## src/design/lpbp_pkg.sv

```systemverilog
// Shared types and constants for the LRU page buffer policy block.
package lpbp_pkg;

    localparam int CMD_W   = 2;
    localparam int FILE_W  = 4;
    localparam int PAGE_W  = 32;
    localparam int SLOT_W  = 3;

    localparam logic [CMD_W-1:0] CMD_GET   = 2'd0;
    localparam logic [CMD_W-1:0] CMD_NEW   = 2'd1;
    localparam logic [CMD_W-1:0] CMD_MARK  = 2'd2;
    localparam logic [CMD_W-1:0] CMD_FLUSH = 2'd3;

    // Packed stream widths, rounded up to whole bytes.
    localparam int IN_BITS  = CMD_W + FILE_W + PAGE_W + SLOT_W;
    localparam int IN_W     = ((IN_BITS + 7) / 8) * 8;
    localparam int OUT_BITS = SLOT_W + 1 + 1 + FILE_W + PAGE_W;
    localparam int OUT_W    = ((OUT_BITS + 7) / 8) * 8;

    // Commands from the controller to the datapath.
    typedef struct packed {
        logic capture;     // register the incoming item
        logic single;      // execute a get, new or mark and load one result
        logic flush_step;  // process one slot of a flush and load its result
    } ctrl_cmd_t;

    // Status from the datapath to the controller.
    typedef struct packed {
        logic is_flush;    // captured command is a flush
        logic out_free;    // output register can take a result this cycle
        logic flush_last;  // flush pointer sits on the highest slot
    } dp_sts_t;

endpackage

```

## src/design/lru_page_buffer_policy_top.sv

```systemverilog
// Top level of the LRU page buffer policy block: stream ports, controller and datapath.
//
// Channel   Direction  Contents
// s_axis    in         command requests: get, new, mark dirty, flush file
// m_axis    out        one result per get, new or mark; one result per slot for flush
//
// A get, new or mark item is first registered; then the tag compare across all
// slots, the LRU list update and the result load happen together. A flush is
// first registered; then the flush pointer walks the slots in order, loading one
// result per slot. Any cycle in which the output register is still full
// and not being taken holds the block where it is.
// Reset clears all valid and dirty marks and sets the LRU list to slot order;
// tags are not reset since an invalid slot never reports its tag.
module lru_page_buffer_policy_top
#(
    parameter int SLOTS = 8
)
(
    input  logic                        clk,
    input  logic                        rst_n,
    input  logic                        s_axis_tvalid,
    output logic                        s_axis_tready,
    // s_axis_tdata: command[1:0], file_id[5:2], page_ref[37:6], slot_in[40:38], zero pad
    input  logic [lpbp_pkg::IN_W-1:0]   s_axis_tdata,
    output logic                        m_axis_tvalid,
    input  logic                        m_axis_tready,
    // m_axis_tdata: slot[2:0], hit[3], write_back[4], victim_file[8:5],
    // victim_page[40:9], zero pad
    output logic [lpbp_pkg::OUT_W-1:0]  m_axis_tdata,
    output logic                        m_axis_tlast
);
    import lpbp_pkg::*;

    ctrl_cmd_t         cmd;
    dp_sts_t           sts;
    logic [SLOT_W-1:0] res_slot;
    logic              res_hit;
    logic              res_wb;
    logic [FILE_W-1:0] res_vf;
    logic [PAGE_W-1:0] res_vp;

    // The controller sequences each item; the datapath holds all slot state.
    lpbp_ctrl u_ctrl
    (
        .clk      (clk),
        .rst_n    (rst_n),
        .in_valid (s_axis_tvalid),
        .in_ready (s_axis_tready),
        .sts      (sts),
        .cmd      (cmd)
    );

    lpbp_datapath #(
        .SLOTS (SLOTS)
    ) u_datapath
    (
        .clk             (clk),
        .rst_n           (rst_n),
        .cmd             (cmd),
        .sts             (sts),
        .in_command      (s_axis_tdata[1:0]),
        .in_file_id      (s_axis_tdata[5:2]),
        .in_page_ref     (s_axis_tdata[37:6]),
        .in_slot         (s_axis_tdata[40:38]),
        .out_ready       (m_axis_tready),
        .out_valid       (m_axis_tvalid),
        .out_slot        (res_slot),
        .out_hit         (res_hit),
        .out_write_back  (res_wb),
        .out_victim_file (res_vf),
        .out_victim_page (res_vp),
        .out_last        (m_axis_tlast)
    );

    // Pack the result fields, lowest field first, zero padded to whole bytes.
    assign m_axis_tdata = OUT_W'({res_vp, res_vf, res_wb, res_hit, res_slot});

`ifndef NO_ASSERTIONS
    // A result is only loaded when the output register can take it.
    assert property (@(posedge clk) disable iff (!rst_n)
        (cmd.single || cmd.flush_step) |-> sts.out_free)
        else $error("result loaded into a full output register");

    // No result is produced while the block is open for a new item.
    assert property (@(posedge clk) disable iff (!rst_n)
        s_axis_tready |-> !(cmd.single || cmd.flush_step))
        else $error("result produced while idle");

    // After an item is taken the block works on it before taking another.
    assert property (@(posedge clk) disable iff (!rst_n)
        (s_axis_tvalid && s_axis_tready) |=> !s_axis_tready)
        else $error("second item accepted back to back");

    // The step for the highest slot ends the flush.
    assert property (@(posedge clk) disable iff (!rst_n)
        (cmd.flush_step && sts.flush_last) |=> s_axis_tready)
        else $error("flush did not end on the highest slot");
`endif

endmodule

```

## src/design/lpbp_ctrl.sv

```systemverilog
// Controller state machine for the LRU page buffer policy block.
module lpbp_ctrl
(
    input  logic               clk,
    input  logic               rst_n,
    input  logic               in_valid,
    output logic               in_ready,
    input  lpbp_pkg::dp_sts_t  sts,
    output lpbp_pkg::ctrl_cmd_t cmd
);
    import lpbp_pkg::*;

    localparam logic [1:0] ST_IDLE  = 2'd0;
    localparam logic [1:0] ST_EXEC  = 2'd1;
    localparam logic [1:0] ST_FLUSH = 2'd2;

    logic [1:0] state_reg;
    logic [1:0] state_next;

    always_comb
    begin
        state_next     = state_reg;
        in_ready       = 1'b0;
        cmd.capture    = 1'b0;
        cmd.single     = 1'b0;
        cmd.flush_step = 1'b0;
        case (state_reg)
            ST_IDLE:
            begin
                in_ready = 1'b1;
                if (in_valid)
                begin
                    cmd.capture = 1'b1;
                    state_next  = ST_EXEC;
                end
            end
            ST_EXEC:
            begin
                if (sts.out_free)
                begin
                    if (sts.is_flush)
                    begin
                        cmd.flush_step = 1'b1;
                        state_next     = sts.flush_last ? ST_IDLE : ST_FLUSH;
                    end
                    else
                    begin
                        cmd.single = 1'b1;
                        state_next = ST_IDLE;
                    end
                end
            end
            ST_FLUSH:
            begin
                if (sts.out_free)
                begin
                    cmd.flush_step = 1'b1;
                    if (sts.flush_last)
                    begin
                        state_next = ST_IDLE;
                    end
                end
            end
            default:
            begin
                state_next = ST_IDLE;
            end
        endcase
    end

    always_ff @(posedge clk or negedge rst_n)
    begin
        if (!rst_n)
        begin
            state_reg <= ST_IDLE;
        end
        else
        begin
            state_reg <= state_next;
        end
    end

endmodule

```

## src/design/lpbp_datapath.sv

```systemverilog
// Datapath of the LRU page buffer policy block: tags, marks, LRU list and output register.
module lpbp_datapath
#(
    parameter int SLOTS = 8
)
(
    input  logic                        clk,
    input  logic                        rst_n,
    input  lpbp_pkg::ctrl_cmd_t         cmd,
    output lpbp_pkg::dp_sts_t           sts,
    input  logic [lpbp_pkg::CMD_W-1:0]  in_command,
    input  logic [lpbp_pkg::FILE_W-1:0] in_file_id,
    input  logic [lpbp_pkg::PAGE_W-1:0] in_page_ref,
    input  logic [lpbp_pkg::SLOT_W-1:0] in_slot,
    input  logic                        out_ready,
    output logic                        out_valid,
    output logic [lpbp_pkg::SLOT_W-1:0] out_slot,
    output logic                        out_hit,
    output logic                        out_write_back,
    output logic [lpbp_pkg::FILE_W-1:0] out_victim_file,
    output logic [lpbp_pkg::PAGE_W-1:0] out_victim_page,
    output logic                        out_last
);
    import lpbp_pkg::*;

    localparam int IDXW = $clog2(SLOTS);

    // Captured item.
    logic [CMD_W-1:0]  cmd_reg;
    logic [FILE_W-1:0] file_reg;
    logic [PAGE_W-1:0] page_reg;
    logic [SLOT_W-1:0] sin_reg;

    // Slot state.
    logic [FILE_W-1:0] tag_file_reg [SLOTS];
    logic [PAGE_W-1:0] tag_page_reg [SLOTS];
    logic [SLOTS-1:0]  valid_reg;
    logic [SLOTS-1:0]  dirty_reg;
    logic [IDXW-1:0]   lru_reg [SLOTS];
    logic [IDXW-1:0]   lru_next [SLOTS];
    logic [IDXW-1:0]   cnt_reg;

    // Output register.
    logic              out_vld_reg;
    logic [SLOT_W-1:0] out_slot_reg;
    logic              out_hit_reg;
    logic              out_wb_reg;
    logic [FILE_W-1:0] out_vf_reg;
    logic [PAGE_W-1:0] out_vp_reg;
    logic              out_last_reg;

    logic [SLOTS-1:0]  match;
    logic              hit;
    logic [IDXW-1:0]   hit_idx;
    logic [IDXW-1:0]   victim;
    logic              is_get_hit;
    logic [IDXW-1:0]   sel_idx;
    logic [SLOTS-1:0]  pos_match;
    logic [SLOTS-1:0]  shift_en;
    logic              victim_wb;
    logic [IDXW-1:0]   mark_idx;
    logic              mark_ok;
    logic              flush_match;
    logic              flush_wb;
    logic              load;

    // Associative lookup, lowest matching slot wins.
    always_comb
    begin
        hit_idx = '0;
        for (int i = 0; i < SLOTS; i++)
        begin
            match[i] = valid_reg[i] && (tag_file_reg[i] == file_reg)
                       && (tag_page_reg[i] == page_reg);
        end
        for (int i = SLOTS - 1; i >= 0; i--)
        begin
            if (match[i])
            begin
                hit_idx = IDXW'(i);
            end
        end
    end

    assign hit        = |match;
    assign victim     = lru_reg[0];
    assign is_get_hit = (cmd_reg == CMD_GET) && hit;
    assign sel_idx    = is_get_hit ? hit_idx : victim;
    assign victim_wb  = valid_reg[victim] && dirty_reg[victim];

    // Move the selected slot to the most recently used end.
    always_comb
    begin
        for (int p = 0; p < SLOTS; p++)
        begin
            pos_match[p] = (lru_reg[p] == sel_idx);
        end
        shift_en[0] = pos_match[0];
        for (int p = 1; p < SLOTS; p++)
        begin
            shift_en[p] = shift_en[p-1] | pos_match[p];
        end
        for (int p = 0; p < SLOTS - 1; p++)
        begin
            lru_next[p] = shift_en[p] ? lru_reg[p+1] : lru_reg[p];
        end
        lru_next[SLOTS-1] = sel_idx;
    end

    assign mark_idx    = IDXW'(sin_reg);
    assign mark_ok     = (32'(sin_reg) < 32'(SLOTS)) && valid_reg[mark_idx];
    assign flush_match = valid_reg[cnt_reg] && (tag_file_reg[cnt_reg] == file_reg);
    assign flush_wb    = flush_match && dirty_reg[cnt_reg];
    assign load        = cmd.single || cmd.flush_step;

    assign sts.is_flush   = (cmd_reg == CMD_FLUSH);
    assign sts.out_free   = !out_vld_reg || out_ready;
    assign sts.flush_last = (32'(cnt_reg) == 32'(SLOTS - 1));

    // Captured item, tags and result fields (payload, no reset).
    always_ff @(posedge clk)
    begin
        if (cmd.capture)
        begin
            cmd_reg  <= in_command;
            file_reg <= in_file_id;
            page_reg <= in_page_ref;
            sin_reg  <= in_slot;
        end
        if (cmd.single && (cmd_reg != CMD_MARK) && !is_get_hit)
        begin
            tag_file_reg[victim] <= file_reg;
            tag_page_reg[victim] <= page_reg;
        end
        if (load)
        begin
            out_slot_reg <= '0;
            out_hit_reg  <= 1'b0;
            out_wb_reg   <= 1'b0;
            out_vf_reg   <= '0;
            out_vp_reg   <= '0;
            out_last_reg <= 1'b1;
            if (cmd.flush_step)
            begin
                out_slot_reg <= SLOT_W'(cnt_reg);
                out_wb_reg   <= flush_wb;
                out_last_reg <= sts.flush_last;
                if (flush_wb)
                begin
                    out_vf_reg <= tag_file_reg[cnt_reg];
                    out_vp_reg <= tag_page_reg[cnt_reg];
                end
            end
            else if (cmd_reg == CMD_MARK)
            begin
                out_slot_reg <= sin_reg;
            end
            else if (is_get_hit)
            begin
                out_slot_reg <= SLOT_W'(hit_idx);
                out_hit_reg  <= 1'b1;
            end
            else
            begin
                out_slot_reg <= SLOT_W'(victim);
                out_wb_reg   <= victim_wb;
                if (victim_wb)
                begin
                    out_vf_reg <= tag_file_reg[victim];
                    out_vp_reg <= tag_page_reg[victim];
                end
            end
        end
    end

    // Control state: marks, LRU list, flush pointer, output valid.
    always_ff @(posedge clk or negedge rst_n)
    begin
        if (!rst_n)
        begin
            valid_reg   <= '0;
            dirty_reg   <= '0;
            cnt_reg     <= '0;
            out_vld_reg <= 1'b0;
            for (int i = 0; i < SLOTS; i++)
            begin
                lru_reg[i] <= IDXW'(i);
            end
        end
        else
        begin
            if (cmd.capture)
            begin
                cnt_reg <= '0;
            end
            if (cmd.flush_step)
            begin
                cnt_reg <= cnt_reg + 1'b1;
                if (flush_match)
                begin
                    valid_reg[cnt_reg] <= 1'b0;
                    dirty_reg[cnt_reg] <= 1'b0;
                end
            end
            if (cmd.single)
            begin
                if (cmd_reg == CMD_MARK)
                begin
                    if (mark_ok)
                    begin
                        dirty_reg[mark_idx] <= 1'b1;
                    end
                end
                else
                begin
                    if (!is_get_hit)
                    begin
                        valid_reg[victim] <= 1'b1;
                        dirty_reg[victim] <= 1'b0;
                    end
                    for (int i = 0; i < SLOTS; i++)
                    begin
                        lru_reg[i] <= lru_next[i];
                    end
                end
            end
            if (load)
            begin
                out_vld_reg <= 1'b1;
            end
            else if (out_ready)
            begin
                out_vld_reg <= 1'b0;
            end
        end
    end

    assign out_valid       = out_vld_reg;
    assign out_slot        = out_slot_reg;
    assign out_hit         = out_hit_reg;
    assign out_write_back  = out_wb_reg;
    assign out_victim_file = out_vf_reg;
    assign out_victim_page = out_vp_reg;
    assign out_last        = out_last_reg;

endmodule

```

## config.mk

```make
export PLATFORM = sky130hd
export DESIGN_NAME = lru_page_buffer_policy_top
export DESIGN_NICKNAME = d
export VERILOG_FILES = /design/src/design/lpbp_pkg.sv /design/src/design/lru_page_buffer_policy_top.sv /design/src/design/lpbp_ctrl.sv /design/src/design/lpbp_datapath.sv
export SDC_FILE = /design/constraint.sdc
export NUM_CORES = 1
export LEC_CHECK = 0
export BUFFER_PORTS_ARGS = -buffer_cell sky130_fd_sc_hd__buf_4
export CAP_MARGIN = 5
export CORE_MARGIN = 10
export CORE_UTILIZATION = 50
export CTS_CLUSTER_DIAMETER = 120
export CTS_CLUSTER_SIZE = 16
export DETAILED_ROUTE_END_ITERATION = 8
export GPL_ROUTABILITY_DRIVEN = 0
export GPL_TIMING_DRIVEN = 1
export HOLD_SLACK_MARGIN = 0.06
export PLACE_DENSITY_LB_ADDON = 0.25
export SYNTH_ARGS = -nofsm -noshare
export SYNTH_HDL_FRONTEND = slang
export SYNTH_HIERARCHICAL = 1
export SYNTH_SLANG_ARGS = --single-unit
```

## constraint.sdc

```tcl
create_clock -name clk -period 5.7 [get_ports clk]
set_input_delay 0.57 -clock clk [delete_from_list [all_inputs] [get_ports clk]]
set_output_delay 0.57 -clock clk [all_outputs]
set_load 0.02 [all_outputs]
```

==> results.py, run 1 <==
metrics = {
    "synthesis": {
        "synth_area_leaders": "edfxtp_1 (49%), mux4_2 (7.0%), xor2_1 (6.5%), o22ai_1 (5.3%), xnor2_1 (4.7%)",
        "yosysMostFrequentCell": "edfxtp_1",
        "synth_edf_count": 371,
        "yosysTopAreaCell": "edfxtp_1",
        "syn_inst": 1755,
        "ys.flop_type": "edfxtp_1",
        "async_reset_ff_share_pct": 11.03,
        "synth-seq-cells": 417,
        "syn_area_mm2": 0.02260,
        "ys_seq_area_share_pct": 54.45,
        "synthTopCellsByCount": "edfxtp_1 (371), o22ai_1 (192), xor2_1 (168)",
        "ys.warnings.count": 6,
        "synth_top_area_share_pct": 49.29,
        "synth_cell_types": 71,
        "syn_area_per_cell_um2": 12.88,
    },
    "grt": {
        "grt_pass1_vias": 16380,
        "top_usage_layer": "met2",
        "grt-ovfl-total": 0,
        "grt_pass1_wl_um": 116200,
        "grtUsageMet1_pct": 36.59,
        "grt_max_degree": 53,
        "met3_usage_pct": 10.99,
        "antenna_found_initial": 1,
        "met2_usage_pct": 42.54,
        "grtUsageTotal_pct": 29.22,
    },
    "route": {
        "drtIter0Drc": 3161,
        "vias_per_cell": 7.234,
        "wl_um": 81340,
        "drt.antenna.violating_nets": 0,
        "firstDrtPassIters": 9,
        "drcViolationCount": 112,
        "wl_per_cell_um": 33.88,
        "vias": 17370,
    },
    "min_path": {
        "min_path_type": "primary input to register",
    },
    "finish": {
        "area_delta_synth_final_pct": 8.963,
        "fin_nets": 1856,
        "drive_gt1_share_pct": 15.98,
        "largest_reg_flops": 256,
        "diodes": 0,
    },
    "power_and_ir_drop": {
        "vdd_drop_max_v": 0.0002752,
        "total_power_mw": 10.05,
        "power_leakage_nw": 7.990,
        "p_per_area_mw_per_mm2": 408.2,
    },
    "critical_path": {
        "path_buf_inv": 0,
        "critPathSlowestCell": "edfxtp_1",
        "crit_chain": "xor2_1, nor4_1, nand4_1, or4_1, a41oi_1, o21ai_0, o2111ai_1, nor4_1, nor4_2, o21ai_4, nor3_1, mux2_2",
        "cpLargestDelayFamily": "simple AND/OR/NAND/NOR gates",
        "reg2reg_slack_ps": 440,
        "cp_slowest_stage_delay_ps": 900,
        "cp.required_ps": 6230,
        "crit_path_end_kind": "register",
        "cpMostUsedCell": "nor4_1",
        "critPathMaxFanout": 18,
        "start_kind": "register",
        "path_class": "register to register",
        "crit_arrival_ps": 5790,
    },
    "clock_network": {
        "clock_sinks": 417,
        "clk_path_buf_depth": 3,
        "insertion_delay_ps": 600,
        "ctsHoldBuffers": 1,
        "path_clk_slew_ps": 80,
        "cts_setup_buffers": 0,
        "cts_tree": "built",
        "cts_buffers": 30,
        "cts_resized": 0,
        "h-tree-depth": 1,
        "root_buffer": "clkbuf_16",
    },
    "timing": {
        "slew_headroom_pct": 20.14,
        "skew_ps": 19.91,
        "rsz0062_at_grt": "false",
        "min_period_ps": 5256,
        "worstMarginPinSlew_ps": 1198,
        "report.final.slew_viol_count": 0,
        "fin_setup_tns_ps": 0,
        "finalSetupViolations": 0,
        "period_share_pct": 92.21,
        "fmax_mhz": 190.3,
        "finalHoldViolations": 0,
    },
    "floorplanning": {
        "dieArea_mm2": 0.05411,
        "die_y_um": 232.6,
        "io-pin-count": 103,
        "start_util_pct": 50.89,
        "std_cell_rows": 77,
        "die_x_um": 232.6,
        "core-area_mm2": 0.04441,
    },
    "placed_design": {
        "dp.final_hpwl_um": 55470,
        "io_buffers": 88,
    },
    "outcome": {
        "failed_checks": "DRC",
        "outcome": "finished, violations left",
    },
    "run": {
        "drv_cap": 0,
    },
}
final cells by class:
cell class,instances,area [um2]
sequential,417,12320
tap,592,740.7
inverter,37,138.9
fill,3612,19790
timing repair buffer,121,923.4
clock inverter,1,16.27
clock buffer,43,822.0
multi-input combinational,1190,9671
kinds of logic after synthesis:
logic type	count (synthesis)	share of synthesized area, %
AND/OR/NAND/NOR	440	11.53
flip-flops	417	54.45
AO/OA/AOI/OAI	304	8.802
XOR/XNOR	290	11.24
buffers and inverters	154	3.310
multiplexers	142	10.27
adder cells (fa/ha/maj)	7	0.3875
other	1	0.01659
cells in the final DEF, fill, tap and decap left out, types with 4 or more instances in the layout:
| master | synthesis | routed |
|---|---|---|
| clkbuf_1 | 51 | 11 |
| buf_4 | 14 | 119 |
| nand4b_1 | 6 | 6 |
| or4_1 | 45 | 45 |
| and4_1 | 6 | 6 |
| mux2_2 | 18 | 18 |
| ha_1 | 7 | 7 |
| conb_1 | 1 | 7 |
| xnor2_1 | 122 | 122 |
| o21ai_0 | 34 | 34 |
| edfxtp_1 | 371 | 371 |
| a21oi_1 | 15 | 15 |
| nand3_1 | 26 | 18 |
| mux4_2 | 70 | 70 |
| nor2b_1 | 9 | 9 |
| nand2_1 | 65 | 65 |
| a32oi_1 | 6 | 6 |
| nor3_1 | 23 | 23 |
| nand2b_1 | 40 | 40 |
| nor4b_1 | 6 | 6 |
| and3_1 | 4 | 4 |
| nand4_1 | 62 | 62 |
| o22ai_1 | 192 | 192 |
| nor4_1 | 86 | 86 |
| a21o_1 | 10 | 10 |
| inv_1 | 36 | 36 |
| nor2_4 | 0 | 8 |
| xor2_1 | 168 | 168 |
| mux2i_1 | 53 | 53 |
| dfstp_2 | 12 | 12 |
| dfrtp_1 | 34 | 31 |
| nand3_2 | 0 | 8 |
| nor2_1 | 37 | 29 |
| o2111ai_1 | 9 | 9 |
| clkbuf_16 | 0 | 31 |
power by group:
group | internal, mW | switching, mW
combinational | 1.36 | 2.11
clock | 0.993 | 1.03
sequential | 3.92 | 0.636
metal layers:
layer	wire length, um	share of wire [%]	vias up
li1	-	-	6988
met1	29280	36	8544
met2	34280	42	1482
met3	11730	14	354
met4	6039	7.4	2
met5	17	0.021	-
path summary, 6_finish.rpt:
path,startpoint,depth (start not counted),to
min,s_axis_tdata[0],1,u_datapath/cmd_reg[0]
max,u_datapath/page_reg[25],12,u_datapath/lru_reg[5]
min in group asynchronous,rst_n,2,u_datapath/lru_reg[9]
max in group asynchronous,rst_n,2,u_datapath/cnt_reg[2]
min reg2reg,u_datapath/lru_reg[1],2,u_datapath/lru_reg[1]
max reg2reg,u_datapath/page_reg[25],12,u_datapath/lru_reg[5]
metrics by stage:
step	hold slack (ps)	std cells	utilization (%)	worst slack (ps)	area, um2
after floorplan	274.4	1761	-	1543	22620
after global placement	449.9	2356	53.54	858.0	23780
after detailed placement	461.2	2356	53.54	778.5	23780
after CTS	121.0	2401	55.45	746.8	24630
after global routing	129.7	2401	55.45	292.2	24630
final	141.4	2401	55.45	444.0	24630
worst register-to-register path, delay by kind of cell (launching register included):
family           cells  cell delay [ps]
XOR/XNOR             1              160
flip-flops           1              900
AND/OR/NAND/NOR      6             2630
multiplexers         1              380
AO/OA/AOI/OAI        4             1130
Power figures use the tool's default switching activity.
==> inputs of run 2 (changes only) <==
Clock period 5.7 ns to 4.2 ns, I/O delays scaled along.
==> run 2 against run 1 <==
Against the previous run:
- the flow finishes with violations (DRC, setup timing)
- highest routed layer is now met4
- non-clock buffer count is 382 higher
- worst setup slack worse by 550 ps
- hold slack better by 57 ps
- largest cell class unchanged
==> results.py, run 2 (synthesis gave the netlist of run 1 again) <==
metrics = {
    "outcome": {
        "outcome": "finished, violations left",
        "failed_checks": "DRC, setup timing",
    },
    "timing": {
        "finalHoldViolations": 0,
        "finalSetupViolations": 9,
        "rsz0062_at_grt": "true",
        "period_share_pct": 102.5,
        "skew_ps": 21.96,
        "report.final.slew_viol_count": 0,
        "fin_setup_tns_ps": -388.5,
        "worstMarginPinSlew_ps": 1008,
        "slew_headroom_pct": 32.81,
        "fmax_mhz": 232.2,
        "worst_slack_ps": -107.0,
        "min_period_ps": 4307,
    },
    "clock_network": {
        "cts_buffers": 30,
        "clk_path_buf_depth": 3,
        "insertion_delay_ps": 600,
        "clock_sinks": 417,
        "path_clk_slew_ps": 70,
        "h-tree-depth": 1,
        "cts_tree": "built",
        "root_buffer": "clkbuf_16",
    },
    "route": {
        "firstDrtPassIters": 9,
        "wl_per_cell_um": 31.87,
        "vias": 19330,
        "drtIter0Drc": 4167,
        "vias_per_cell": 6.945,
        "drt.antenna.violating_nets": 0,
        "drcViolationCount": 295,
        "wl_um": 88680,
    },
    "critical_path": {
        "r2r_start": "u_datapath/file_reg[3]",
        "crit_chain": "buf_6, xnor2_1, nand4_1, nor4_2, buf_4, and3_1, o41ai_2, o211a_1, or4_4, nor4b_4, nor4_4, o21ai_4, nor3_1, or4b_1",
        "critPathSlowestCell": "edfxtp_1",
        "crit_arrival_ps": 4770,
        "cp.required_ps": 4660,
        "cpLargestDelayFamily": "simple AND/OR/NAND/NOR gates",
        "reg2reg_depth": 14,
        "cp_slowest_stage_delay_ps": 540,
        "reg2reg_slack_ps": -110,
        "crit_path_end_kind": "register",
        "critPathMaxFanout": 6,
        "path_buf_inv": 2,
        "start_kind": "register",
        "r2r-end": "u_datapath/lru_reg[3]",
        "path_class": "register to register",
    },
    "finish": {
        "fin_nets": 2238,
        "fin_cells": 2783,
        "layout_commonest_cell": "buf_4",
        "diodes": 0,
        "drive_gt1_share_pct": 32.50,
        "area_delta_synth_final_pct": 26.84,
        "post-route-util_pct": 64.55,
        "largest_reg_flops": 256,
        "layout_common_cells": "buf_4 (422), edfxtp_1 (371), o22ai_1 (192)",
    },
    "floorplanning": {
        "die_y_um": 232.6,
        "io-pin-count": 103,
        "std_cell_rows": 77,
        "start_util_pct": 50.89,
        "core-area_mm2": 0.04441,
        "dieArea_mm2": 0.05411,
        "die_x_um": 232.6,
    },
    "placed_design": {
        "io_buffers": 88,
        "dp.cells": 2641,
        "dp.final_hpwl_um": 62430,
        "pre_cts_slack_ps": -300.1,
    },
    "min_path": {
        "whs_path_depth": 3,
        "min_path_type": "primary input to register",
        "worstHoldStart": "m_axis_tready",
        "holdPathEnd": "u_datapath/out_valid",
    },
    "grt": {
        "grtUsageTotal_pct": 31.91,
        "grt_pass1_vias": 18400,
        "grt_max_degree": 47,
        "grt_pass1_wl_um": 126700,
        "grt-ovfl-total": 0,
        "antenna_found_initial": 2,
    },
    "power_and_ir_drop": {
        "vdd_drop_max_v": 0.0004885,
        "p_per_area_mw_per_mm2": 522.0,
        "power_leakage_nw": 10.17,
    },
    "run": {
        "drv_cap": 0,
    },
}
run 2: cell count changes in the layout (fill, tap and decap cells not counted), sizes merged:
cell,change
buf,+340
dlygate4sd3,+41
clkbuf,+1
run 2: final cells by class:
cell class                      instances  area [um2]
Tap cell                              592       740.7
Clock inverter                          1       16.27
Sequential cell                       417       12320
Clock buffer                           43       822.0
Timing Repair Buffer                  503        4245
Inverter                               37       138.9
Multi-Input combinational cell       1190       10390
Fill cell                            3215       15750
run 2: timing repair:
item	in CTS	in global routing
setup endpoints to repair	12	145
setup buffers	29	25
resized for setup	54	73
endpoints found under the hold margin	75	0
cloned	0	2
pin swaps	34	39
hold buffers	42	0
run 2: worst max path at each step:
stage	startpoint	end	cells past startpoint
6_report	u_datapath/file_reg[3]	u_datapath/lru_reg[3]	14
5_1_grt	u_datapath/file_reg[0]	u_datapath/lru_reg[3]	14
4_1_cts	u_datapath/file_reg[1]	u_datapath/lru_reg[3]	13
2_1_floorplan	u_datapath/page_reg[20]	u_datapath/tag_file_reg[0][0]	10
3_3_place_gp	u_datapath/page_reg[28]	u_datapath/lru_reg[3]	16
3_5_place_dp	u_datapath/page_reg[29]	u_datapath/lru_reg[5]	14
run 2: layer usage:
metal | global-route usage (%) | vias up | routed length (um)
met2 | 46.72 | 1806 | 37690
met4 | 17.95 | 0 | 6976
met5 | 1.102 | - | 0
met1 | 39.34 | 9290 | 30550
li1 | - | 7741 | -
met3 | 13.08 | 491 | 13460
run 2: stage by stage:
step           instance area, um2  hold slack, ps  total power [mW]
2_1_floorplan               22620           124.4             9.052
3_3_place_gp                26210           447.9             11.42
3_5_place_dp                26210           467.8             11.52
4_1_cts                     28010           176.8             14.47
5_1_grt                     28670           230.8             15.37
6_report                    28670           198.4             14.97
run 2: worst register-to-register path, delay by kind of cell (launching register included):
| kind | cells | cell delay (ps) |
|---|---|---|
| XOR/XNOR | 1 | 440 |
| flip-flops | 1 | 540 |
| AO/OA/AOI/OAI | 3 | 480 |
| buffers and inverters | 2 | 400 |
| AND/OR/NAND/NOR | 8 | 2330 |
run 2: power breakdown:
group / switching, mW / internal (mW) / leakage [nW] / total [mW]
clock network: 1.40 / 1.35 / 0.406 / 2.75
logic: 3.71 / 2.71 / 5.80 / 6.42
registers: 0.482 / 5.31 / 3.96 / 5.80
total: 5.59 / 9.37 / 10.2 / 15.0
